File: config.mk
export PLATFORM = sky130hd
export DESIGN_NAME = packed24_sample_unpacker_core
export DESIGN_NICKNAME = d
export VERILOG_FILES = /design/src/rtl/core/p24u_pkg.sv /design/src/rtl/core/packed24_sample_unpacker_core.sv /design/src/rtl/core/p24u_unpack.sv /design/src/rtl/core/p24u_resq.sv
export VERILOG_INCLUDE_DIRS = /design/src /design/src/rtl/core
export SDC_FILE = /design/constraint.sdc
export NUM_CORES = 1
export LEC_CHECK = 0
export ABC_AREA = 0
export BUFFER_PORTS_ARGS = -buffer_cell sky130_fd_sc_hd__buf_2
export CORE_MARGIN = 10
export CORE_UTILIZATION = 35
export DETAILED_ROUTE_END_ITERATION = 16
export SYNTH_ARGS = -nofsm -noshare
export SYNTH_HDL_FRONTEND = slang
export SYNTH_HIERARCHICAL = 1
export SYNTH_SLANG_ARGS = --single-unit
File: constraint.sdc
create_clock -name aclk -period 9.8 [get_ports aclk]
set_clock_uncertainty 0.15 [all_clocks]
set_input_delay 0.98 -clock aclk [delete_from_list [all_inputs] [get_ports aclk]]
set_output_delay 0.98 -clock aclk [all_outputs]
set_load 0.01 [all_outputs]
File: src/rtl/core/packed24_sample_unpacker_core_defines.svh
// ----------------------------------------------------------------------------
// Assertion macros for the packed 24-bit sample unpacker
// Clocked on aclk, held off while aresetn is low.
// ----------------------------------------------------------------------------
`ifndef PACKED24_SAMPLE_UNPACKER_CORE_DEFINES_SVH
`define PACKED24_SAMPLE_UNPACKER_CORE_DEFINES_SVH

// same-cycle implication
`define P24U_ASSERT_NOW(label, ante, cons, msg) \
    label: assert property (@(posedge aclk) disable iff (!aresetn) \
        (ante) |-> (cons)) else $error(msg);

// next-cycle implication
`define P24U_ASSERT_NEXT(label, ante, cons, msg) \
    label: assert property (@(posedge aclk) disable iff (!aresetn) \
        (ante) |=> (cons)) else $error(msg);

`endif

File: src/rtl/core/p24u_pkg.sv
// ----------------------------------------------------------------------------
// p24u_pkg
// Types, constants and the channel tag function of the 24-bit unpacker.
// ----------------------------------------------------------------------------
package p24u_pkg;

    localparam int MAX_CHANNELS_DEF = 192;
    localparam int MAX_SPARE_DEF    = 16;

    localparam int WORD_W  = 32;
    localparam int CHAN_W  = 8;
    localparam int SPARE_W = 5;
    localparam int GROUP_W = 3;
    localparam int CFG_IDX_W  = 2;
    localparam int CFG_DATA_W = 5;

    // result queue depth, power of two
    localparam int RESQ_DEPTH = 4;

    // configuration register indexes
    localparam logic [CFG_IDX_W-1:0] CFG_CHANNEL_GROUPS = 2'd0;
    localparam logic [CFG_IDX_W-1:0] CFG_SPARE_WORDS    = 2'd1;
    localparam logic [CFG_IDX_W-1:0] CFG_TAG_MODE       = 2'd2;

    // position within a three-word group
    localparam logic [1:0] PH_FIRST  = 2'd0;
    localparam logic [1:0] PH_SECOND = 2'd1;
    localparam logic [1:0] PH_THIRD  = 2'd2;

    localparam logic [7:0] RUN_TAG_BASE = 8'h20;

    typedef struct packed {
        logic [15:0]        leftover;
        logic [1:0]         phase;
        logic [CHAN_W-1:0]  chan;
        logic [SPARE_W-1:0] spare;
    } state_t;

    typedef struct packed {
        logic [GROUP_W-1:0] groups;
        logic [SPARE_W-1:0] spares;
        logic               tag_mode;
    } config_t;

    typedef struct packed {
        logic [WORD_W-1:0] word;
        logic              run_last;
        logic              frame_end;
    } result_t;

    function automatic logic [7:0] make_tag(input logic tag_mode, input logic [7:0] c);
        logic [2:0] site;
        site = c[7:5] + 3'd1;
        if (tag_mode) begin
            return RUN_TAG_BASE + c;
        end
        return {c[7:5] | site, c[4:0]};
    endfunction

endpackage

File: src/rtl/core/packed24_sample_unpacker_core.sv
// ----------------------------------------------------------------------------
// packed24_sample_unpacker_core
// Unpacks 24-bit samples (four per three words) with channel tags, then
// passes the frame's spare words.
// ----------------------------------------------------------------------------
// A new packed word can be taken every cycle while the result queue has room.
// The first and second word of each three-word group give one beat each, the
// third gives two, and the master side moves one beat a cycle, which sets the
// pace of a steady stream with the output never stalled; spare words run at
// one per cycle while the output is not stalled. The limit is the single
// output beat per cycle drained from a four-entry result queue; the slave
// side stalls only when that queue lacks room. An input beat passes the input
// register and then the result queue on its way to the output. Configuration
// writes are taken every cycle and are meant to be made while the block is
// idle.
// ----------------------------------------------------------------------------
`include "packed24_sample_unpacker_core_defines.svh"

module packed24_sample_unpacker_core #(
    parameter int MAX_CHANNELS = p24u_pkg::MAX_CHANNELS_DEF,
    parameter int MAX_SPARE    = p24u_pkg::MAX_SPARE_DEF
) (
    input  logic                             aclk,
    input  logic                             aresetn,
    // configuration write channel
    input  logic                             cfg_valid,
    output logic                             cfg_ready,
    input  logic [p24u_pkg::CFG_IDX_W-1:0]   cfg_index,
    input  logic [p24u_pkg::CFG_DATA_W-1:0]  cfg_data,
    // packed word stream
    input  logic                             s_tvalid,
    output logic                             s_tready,
    input  logic [p24u_pkg::WORD_W-1:0]      s_tdata,   // [31:0] packed_word
    // result stream
    output logic                             m_tvalid,
    input  logic                             m_tready,
    output logic [p24u_pkg::WORD_W-1:0]      m_tdata,   // [31:0] sample_word
    output logic                             m_tlast,   // run_last
    output logic [0:0]                       m_tuser    // [0] frame_end
);

    localparam int QCntW = $clog2(p24u_pkg::RESQ_DEPTH) + 1;

    logic                          in_vld_reg;
    logic [p24u_pkg::WORD_W-1:0]   in_word_reg;
    p24u_pkg::state_t              state_reg;
    p24u_pkg::state_t              state_next;
    p24u_pkg::config_t             cfg_reg;

    p24u_pkg::result_t             res0;
    p24u_pkg::result_t             res1;
    p24u_pkg::result_t             head;
    logic                          two;
    logic                          room;
    logic                          consume;
    logic                          pop;
    logic                          not_empty;
    logic [QCntW-1:0]              q_count;

    p24u_unpack #(
        .MAX_CHANNELS (MAX_CHANNELS),
        .MAX_SPARE    (MAX_SPARE)
    ) u_unpack (
        .word       (in_word_reg),
        .state      (state_reg),
        .cfg        (cfg_reg),
        .state_next (state_next),
        .res0       (res0),
        .res1       (res1),
        .two        (two)
    );

    // room is judged on the registered fill level only
    assign room = two ? (q_count <= QCntW'(p24u_pkg::RESQ_DEPTH - 2))
                      : (q_count <= QCntW'(p24u_pkg::RESQ_DEPTH - 1));
    assign consume  = in_vld_reg && room;
    assign s_tready = !in_vld_reg || consume;
    assign pop      = not_empty && m_tready;

    p24u_resq u_resq (
        .aclk      (aclk),
        .aresetn   (aresetn),
        .push0     (consume),
        .push1     (consume && two),
        .data0     (res0),
        .data1     (res1),
        .pop       (pop),
        .head      (head),
        .not_empty (not_empty),
        .count     (q_count)
    );

    assign m_tvalid   = not_empty;
    assign m_tdata    = head.word;
    assign m_tlast    = head.run_last;
    assign m_tuser[0] = head.frame_end;
    assign cfg_ready  = 1'b1;

    always_ff @(posedge aclk) begin
        if (s_tvalid && s_tready) begin
            in_word_reg <= s_tdata;
        end
    end

    always_ff @(posedge aclk) begin
        if (!aresetn) begin
            in_vld_reg       <= 1'b0;
            state_reg        <= '0;
            cfg_reg.groups   <= p24u_pkg::GROUP_W'(1);
            cfg_reg.spares   <= p24u_pkg::SPARE_W'(1);
            cfg_reg.tag_mode <= 1'b0;
        end else begin
            if (s_tready) begin
                in_vld_reg <= s_tvalid;
            end
            if (consume) begin
                state_reg <= state_next;
            end
            if (cfg_valid && cfg_ready) begin
                case (cfg_index)
                    p24u_pkg::CFG_CHANNEL_GROUPS: cfg_reg.groups   <= cfg_data[2:0];
                    p24u_pkg::CFG_SPARE_WORDS:    cfg_reg.spares   <= cfg_data[4:0];
                    p24u_pkg::CFG_TAG_MODE:       cfg_reg.tag_mode <= cfg_data[0];
                    default: begin
                    end
                endcase
            end
        end
    end

    // a held input word waits unchanged until the queue has room
    `P24U_ASSERT_NEXT(a_hold_word, in_vld_reg && !consume,
        in_vld_reg && $stable(in_word_reg), "p24u: held word lost or changed")
    // the third-word code is the last phase in use
    `P24U_ASSERT_NOW(a_phase_range, 1'b1, state_reg.phase <= p24u_pkg::PH_THIRD,
        "p24u: word phase out of range")
    // closing a frame returns the position to its start
    `P24U_ASSERT_NEXT(a_frame_restart,
        consume && ((two && res1.frame_end) || (!two && res0.frame_end)),
        state_reg.chan == '0 && state_reg.spare == '0 &&
        state_reg.phase == p24u_pkg::PH_FIRST, "p24u: frame end without restart")
    // queue never overfills
    `P24U_ASSERT_NOW(a_queue_bound, 1'b1, q_count <= QCntW'(p24u_pkg::RESQ_DEPTH),
        "p24u: result queue overflow")

endmodule

File: src/rtl/core/p24u_unpack.sv
// ----------------------------------------------------------------------------
// p24u_unpack
// One-word step: splits a packed word into samples or passes a spare word,
// and works out the next frame position.
// ----------------------------------------------------------------------------
module p24u_unpack #(
    parameter int MAX_CHANNELS = p24u_pkg::MAX_CHANNELS_DEF,
    parameter int MAX_SPARE    = p24u_pkg::MAX_SPARE_DEF
) (
    input  logic [p24u_pkg::WORD_W-1:0] word,
    input  p24u_pkg::state_t            state,
    input  p24u_pkg::config_t           cfg,
    output p24u_pkg::state_t            state_next,
    output p24u_pkg::result_t           res0,
    output p24u_pkg::result_t           res1,
    output logic                        two
);

    localparam logic [p24u_pkg::GROUP_W-1:0] GroupMax = p24u_pkg::GROUP_W'(MAX_CHANNELS / 32);
    localparam logic [p24u_pkg::SPARE_W-1:0] SpareMax = p24u_pkg::SPARE_W'(MAX_SPARE);

    logic [p24u_pkg::GROUP_W-1:0] groups;
    logic [p24u_pkg::CHAN_W-1:0]  nch;
    logic [p24u_pkg::SPARE_W-1:0] nsp;
    p24u_pkg::state_t             cur;
    logic [p24u_pkg::CHAN_W-1:0]  chan1;
    logic [p24u_pkg::CHAN_W-1:0]  chan2;
    logic [p24u_pkg::SPARE_W-1:0] spare1;

    always_comb begin
        groups = cfg.groups;
        if (groups == '0) begin
            groups = p24u_pkg::GROUP_W'(1);
        end
        if (groups > GroupMax) begin
            groups = GroupMax;
        end
        nch = {groups, 5'd0};
        nsp = (cfg.spares > SpareMax) ? SpareMax : cfg.spares;
    end

    always_comb begin
        cur = state;
        // position past the frame as configured: start a new frame
        if (state.chan >= nch && state.spare >= nsp) begin
            cur.phase = p24u_pkg::PH_FIRST;
            cur.chan  = '0;
            cur.spare = '0;
        end
        chan1  = cur.chan + 8'd1;
        chan2  = cur.chan + 8'd2;
        spare1 = cur.spare + 5'd1;

        state_next = cur;
        res0       = '0;
        res1       = '0;
        two        = 1'b0;

        if (cur.chan >= nch) begin
            res0.word      = word;
            res0.run_last  = 1'b1;
            res0.frame_end = (spare1 >= nsp);
            state_next.spare = spare1;
            if (spare1 >= nsp) begin
                state_next.phase = p24u_pkg::PH_FIRST;
                state_next.chan  = '0;
                state_next.spare = '0;
            end
        end else begin
            case (cur.phase)
                p24u_pkg::PH_FIRST: begin
                    res0.word = {word[23:0], p24u_pkg::make_tag(cfg.tag_mode, cur.chan)};
                    res0.run_last       = 1'b1;
                    state_next.leftover = {8'd0, word[31:24]};
                    state_next.chan     = chan1;
                    state_next.phase    = p24u_pkg::PH_SECOND;
                end
                p24u_pkg::PH_SECOND: begin
                    res0.word = {word[15:0], cur.leftover[7:0],
                                 p24u_pkg::make_tag(cfg.tag_mode, cur.chan)};
                    res0.run_last       = 1'b1;
                    state_next.leftover = word[31:16];
                    state_next.chan     = chan1;
                    state_next.phase    = p24u_pkg::PH_THIRD;
                end
                default: begin
                    two = 1'b1;
                    res0.word = {word[7:0], cur.leftover,
                                 p24u_pkg::make_tag(cfg.tag_mode, cur.chan)};
                    res1.word = {word[31:8], p24u_pkg::make_tag(cfg.tag_mode, chan1)};
                    res1.run_last       = 1'b1;
                    res1.frame_end      = (chan2 >= nch) && (nsp == '0);
                    state_next.leftover = '0;
                    state_next.phase    = p24u_pkg::PH_FIRST;
                    state_next.chan     = chan2;
                    if (res1.frame_end) begin
                        state_next.chan  = '0;
                        state_next.spare = '0;
                    end
                end
            endcase
        end
    end

endmodule

File: src/rtl/core/p24u_resq.sv
// ----------------------------------------------------------------------------
// p24u_resq
// Small result queue: takes one or two results a cycle, gives one.
// ----------------------------------------------------------------------------
module p24u_resq (
    input  logic                aclk,
    input  logic                aresetn,
    input  logic                push0,
    input  logic                push1,
    input  p24u_pkg::result_t   data0,
    input  p24u_pkg::result_t   data1,
    input  logic                pop,
    output p24u_pkg::result_t   head,
    output logic                not_empty,
    output logic [$clog2(p24u_pkg::RESQ_DEPTH):0] count
);

    localparam int PtrW = $clog2(p24u_pkg::RESQ_DEPTH);

    p24u_pkg::result_t        entry_reg [p24u_pkg::RESQ_DEPTH];
    logic [PtrW-1:0]          wr_ptr_reg;
    logic [PtrW-1:0]          rd_ptr_reg;
    logic [PtrW:0]            count_reg;
    logic [PtrW:0]            count_next;
    logic [PtrW-1:0]          wr_ptr1;

    assign wr_ptr1   = wr_ptr_reg + PtrW'(1);
    assign head      = entry_reg[rd_ptr_reg];
    assign not_empty = (count_reg != '0);
    assign count     = count_reg;

    always_comb begin
        count_next = count_reg + (PtrW + 1)'(push0) + (PtrW + 1)'(push1) - (PtrW + 1)'(pop);
    end

    always_ff @(posedge aclk) begin
        if (push0) begin
            entry_reg[wr_ptr_reg] <= data0;
        end
        if (push1) begin
            entry_reg[wr_ptr1] <= data1;
        end
    end

    always_ff @(posedge aclk) begin
        if (!aresetn) begin
            wr_ptr_reg <= '0;
            rd_ptr_reg <= '0;
            count_reg  <= '0;
        end else begin
            wr_ptr_reg <= wr_ptr_reg + PtrW'(push0) + PtrW'(push1);
            if (pop) begin
                rd_ptr_reg <= rd_ptr_reg + PtrW'(1);
            end
            count_reg <= count_next;
        end
    end

endmodule
# [Word-level counts from Yosys, hierarchy flattened]
# Memory sizes are Yosys's and may differ from the RTL's. A register that Yosys moved wholly into a read port is not among the register bits.
# Index checks and enable logic that the tools add are counted.
[classes] addsub=14 order_cmp=9 n_eq_ne=3 muxes=37 n_bitwise=3 reduce_logical=18
[op_table] operator="two-way mux 34 bit" count=2
[op_table] operator="one-hot mux 32 bit (2 select lines)" count=1
[op_table] operator="one-hot mux 26 bit (2 select lines)" count=1
[op_table] operator="two-way mux 8 bit" count=6
[op_table] operator="two-way mux 15 bit" count=3
[op_table] operator="two-way mux 33 bit" count=1
[op_table] operator=">= comparator 8 bit" count=3
[op_table] operator="adder 6 x 8 -> 8 bit (first input constant)" count=2
[op_table] operator="two-way mux 1 bit" count=16
[op_table] operator="two-way mux 13 bit" count=1
[op_table] operator=">= comparator 5 bit" count=2
[op_table] operator="two-way mux 5 bit" count=2
[op_table] operator="adder 8 x 1 -> 8 bit (second input constant)" count=1
[op_table] operator="adder 8 x 2 -> 8 bit (second input constant)" count=1
[op_table] operator="AND reduction 2 bit" count=4
[op_table] operator="adder 3 x 1 -> 3 bit" count=2
[op_table] operator="adder 3 x 1 -> 3 bit (second input constant)" count=2
[op_table] operator="less-or-equal comparator 3 x 2 -> 1 bit (second input constant)" count=2
[op_table] operator="logical AND 1 bit" count=6
[op_table] operator="two-way mux 3 bit" count=2
[op_table] operator="bitwise OR 3 bit" count=2
[op_table] operator="adder 5 x 1 -> 5 bit (second input constant)" count=1
[op_table] operator="greater-than comparator 5 bit (second input constant)" count=1
[op_table] operator="zero test 5 bit" count=1
[op_table] operator="14 further kinds" count=19
[word_totals] ff_bits=80 ram_bits=136 output_inout_bits=37 n_memories=1
[memory_table] memory="u_resq.entry_reg" words=4 width=34 rd=1 rd_clocked_by_memory_dff=1 write_ports=2 line="p24u_resq.sv:20" source="p24u_pkg::result_t entry_reg [p24u_pkg::RESQ_DEPTH];"

# [Longest topological paths before layout]
[depth] word_depth=16 depth_mapped=31 ltp_nobuf=25

# [Hierarchy]
# Netlist, hierarchy kept.
[modules_own_cells] module="p24u_resq" instances=1 cells_per_inst=372 area_each_um2=7005.5 seq_area_each_um2=4264.1
[modules_own_cells] module="p24u_unpack" instances=1 cells_per_inst=437 area_each_um2=2756.4 seq_area_each_um2=0.0
[modules_own_cells] module="packed24_sample_unpacker_core" instances=1 cells_per_inst=209 area_each_um2=2667.6 seq_area_each_um2=1781.7

# [Least setup slack after synthesis]
# Ideal clock, no wire load.
[synth_path] path_kind="reg-to-reg" start="register cfg_reg[7] in the netlist's numbering" end="memory u_resq/entry_reg[2][0] in the netlist's numbering (enable)" setup_time_ns=0.472 arrival_time_ns=6.139 t_required_ns=9.178 path_slack_ns=3.039 stages_incl_launch_ff=22 cell_sequence="dfxtp_1 inv_1 maj3_1 ha_1 a31oi_1 or2_2 clkbuf_1 buf_2 clkbuf_1 nand2_1 ha_1 nand2_1 a21oi_1 nor2b_1 nor2_1 nor3_1 and3_4 nor3b_2 buf_6 buf_12 nand2b_1 o21ai_0"
[synth_lines] item="start, declared" line="packed24_sample_unpacker_core.sv:48" source="p24u_pkg::config_t cfg_reg;"
[synth_lines] item="end, declared" line="p24u_resq.sv:20"

==> summary.md <==
| Metric | Value |
|---|---|
| Power Density | 195 nW/µm² |
| Root Driver | clkbuf_16 |
| CTS tree | done |
| Die footprint | between 40000 and 50000 µm² |
| 1st-pass router iterations | 5 |
| Worst EP required | 9.94 ns |
| Post-synth EDFFs | 168 |
| Clock power frac | 34.5% |
| Synth Flop Type | edfxtp_1 |
| Fin crit period | between 6 and 7 ns |
| Via density | 5.50 |
| Global route overflow | 0 |
| GP Congestion | 0.828 |
| Number of flip-flops in the largest register | 136 |
| Leakage Power | slightly above 5 nW |
| Hold buffers post-CTS | 0 |
| Cell area after synthesis | roughly 12000 µm² |
| Peak supply drop | 0.133 mV |
| Final instance area | approximately 14000 µm² |
| Sequential power share | 43.8% |
| Placement Cell Area | 13100 µm² |
| Top Ports | 81 |
| Num rows | 68 |
| First-pass GRT wire length | 52700 µm |
| Via count | 8427 |
| Core ar. | 34800 µm² |
| Routed Antenna Nets | 0 |
| Syn_area_per_cell | 12.2 µm² |
| Initial antenna violation count | 0 |
| Fin util | 40.1% |
| Starting density of the core | 35.7% |
| R2r setup slk | 3.16 ns |
| Top-count cell post-synth | edfxtp_1 |
| GRT Resource Usage Total | 15.2% |
| Clock-pin slew of the registers on the worst-case setup and hold paths | ~0.06 ns |
| Crit path DAT | 6.78 ns |
| Resize count post-CTS | 0 |
| Top post-synthesis cells by count | edfxtp_1 (168), mux2_2 (133), nand2_1 (113) |
| # DRC | 0 |
| #FFs+latches synth | 218 |
| Clock Sinks | ~220 |
| Post-Syn Instances | 1018 |
| Worst hold path class | reg2reg |
| Worst skew pair latency | 0.54 ns |
| Min-delay src | state_reg[29]$_SDFFE_PN0P_ |
| Kind of critical path | reg2reg |
| Vert. Die Dim | 208 µm |
| Buffers on Ports | 79 |
| Worst r2r src | cfg_reg[5]$_SDFFE_PN0P_ |
| Vias in the first global route | about 8400 |
| Startpoint Class | register |
| DR iter-0 viols | 687 |
| Crit-path max FO | 32 |
| RSZ-0062 raised after global routing | false |
| Top-area cell type share of the netlist area | 40.6% |
| Layout area overhead | 12.2% |
| Rel. slew slack | about a tenth |
| Final setup fails | 0 |
| DP Wirelength | ~22000 µm |
| Clock buffer depth | 3 |
| Max Fclk | 0.151 GHz |
| P_sw | a little under 0.0008 W |
| CP endpoint kind | register |
| Die X | 208 µm |
| Status | complete, no violations |
| Hold Vio Cnt, Final | 0 |
| H-tree levels | 1 |
| Synthesized net count | roughly 1100 |
| Sw frac | 28.3% |
| Final #Nets | between 1000 and 1500 |
| Top post-synthesis cells by area | edfxtp_1 (41%), mux2_2 (12%), dfxtp_1 (8.1%), mux4_2 (6.2%), mux2i_1 (3.9%) |
| Routed WL per cell | 22.3 µm |
| Reg2Reg Depth | 17 |
| Leading area contributor after synthesis | edfxtp_1 |
| Ys async rst share | 0% |
| Largest net degree at the start of global routing | 77 |
| Combinational cell fraction of total power | 21.7% |
| Hold Path Sink | state_reg[29]$_SDFFE_PN0P_ |
| Synth cell types | 66 |
| Worst-Margin Slew | 1.34 ns |
| Cells on Worst Hold Path | 2 |
| CTS buffer count | 25 |
| Synthesis warning total | 6 |
| Layout cells sized above 1 | 29.7% |
| Internal cell power | 0.00194 W |
| Setup repair bufs after CTS | 0 |
| R2R Path End | u_resq/entry_reg[1][17]$_DFFE_PP_ |
| Final Cycle Share | 67.7% |
| Max_cap viols | 0 |
| Final Slew Violations | 0 |
| TNS Setup | 0 ns |
| Drt total wl | 34200 µm |
| Post-synthesis sequential area ratio | 48.6% |
[logic make-up after synthesis]
family,count (synthesis),synth area share [%]
adders and majority gates,35,3.68
xor gates and xnor gates,15,1.18
AOI/OAI and AO/OA,166,9.30
other,1,0.0302
DFF,218,48.6
buffers and inverters,109,4.33
muxes,220,22.5
and+or+nand+nor,254,10.3
[metrics by stage]
stage / instances / hold WS (ns) / power (W) / setup slack (ns)
after floorplan: 1018 / 0.281 / 0.00161 / 3.04
after global placement: 1487 / 0.309 / 0.00180 / 3.51
after detailed placement: 1487 / 0.315 / 0.00181 / 3.32
after CTS: 1531 / 0.327 / 0.00275 / 3.29
after global routing: 1531 / 0.348 / 0.00284 / 2.66
final: 1532 / 0.324 / 0.00271 / 3.16
[worst max path at each step]
stage	from	slack, ns	cells past startpoint	endpoint
2_1_floorplan	cfg_reg[7]$_SDFFE_PN0P_	3.04	21	u_resq/entry_reg[2][0]$_DFFE_PP_
3_3_place_gp	cfg_reg[5]$_SDFFE_PN0P_	3.51	17	u_resq/entry_reg[1][18]$_DFFE_PP_
3_5_place_dp	cfg_reg[5]$_SDFFE_PN0P_	3.32	17	u_resq/entry_reg[1][17]$_DFFE_PP_
4_1_cts	cfg_reg[5]$_SDFFE_PN0P_	3.29	17	u_resq/entry_reg[1][31]$_DFFE_PP_
5_1_grt	cfg_reg[5]$_SDFFE_PN0P_	2.66	17	u_resq/entry_reg[1][32]$_DFFE_PP_
6_report	cfg_reg[5]$_SDFFE_PN0P_	3.16	17	u_resq/entry_reg[1][17]$_DFFE_PP_
[cells in the final DEF, fill, tap and decap left out, types with 3 or more instances in the layout]
cell | synthesis | final
o21ai_0 | 30 | 28
nor2_1 | 32 | 28
nor2_4 | 1 | 4
nand3_1 | 7 | 7
a31oi_1 | 20 | 20
nand2_1 | 113 | 113
o31ai_1 | 3 | 3
xnor2_1 | 6 | 6
bufinv_16 | 0 | 3
mux4_2 | 34 | 34
nor3_1 | 8 | 8
o211ai_1 | 17 | 17
xor2_1 | 8 | 8
edfxtp_1 | 168 | 168
a21oi_1 | 19 | 19
dfxtp_1 | 50 | 49
a22o_1 | 12 | 12
mux2i_1 | 49 | 49
or2_2 | 3 | 3
clkbuf_1 | 41 | 8
and2_1 | 11 | 10
clkinv_2 | 0 | 5
fa_1 | 3 | 3
a211oi_1 | 3 | 3
and3_1 | 30 | 30
buf_2 | 17 | 79
inv_1 | 30 | 30
buf_4 | 7 | 14
clkbuf_16 | 0 | 25
nor2b_1 | 29 | 29
mux2_2 | 133 | 133
mux2_1 | 4 | 4
nand3b_1 | 4 | 4
o21a_1 | 18 | 18
ha_1 | 31 | 31
a22oi_1 | 26 | 26
[power by group through the flow]
| stage | Combinational [W] | Sequential (W) | Clock, W |
|---|---|---|---|
| CTS | 0.000600 | 0.00119 | 0.000961 |
| global route | 0.000644 | 0.00120 | 0.000995 |
| global placement | 0.000589 | 0.00121 | 0 |
| finish | 0.000589 | 0.00119 | 0.000936 |
| detailed placement | 0.000595 | 0.00121 | 0 |
| floorplan | 0.000475 | 0.00113 | 0 |
[critical path, stage by stage (launching register included)]
cell and delay (ns):
dfxtp_1 0.40, inv_1 0.11, ha_1 0.31, a21oi_1 0.30, a21boi_0 0.44, or2_2 0.67, nand2_1 0.18, inv_1 0.11
ha_1 0.24, a21oi_1 0.18, o311ai_0 0.18, a21oi_1 0.36, nor2_4 0.05, nor3_1 0.51, and2_1 0.49, nor3b_4 0.80
buf_4 0.52, mux2_2 0.39
[per-layer routing]
layer,share of wire (%),track usage [%]
met3,5.1,2.23
met4,2.5,4.11
met2,46,24.0
met1,46,21.2
met5,0,0
[final cells by class]
type                            count  area (µm²)
Clock inverter                     11         153
Inverter                           30         113
Clock buffer                       33         656
Sequential cell                   218        6050
Antenna cell                        1        2.50
Fill cell                        3292       20900
Multi-Input combinational cell    691        5910
Timing Repair Buffer               93         500
Tap cell                          455         569
(Power assumes the default switching activity.)
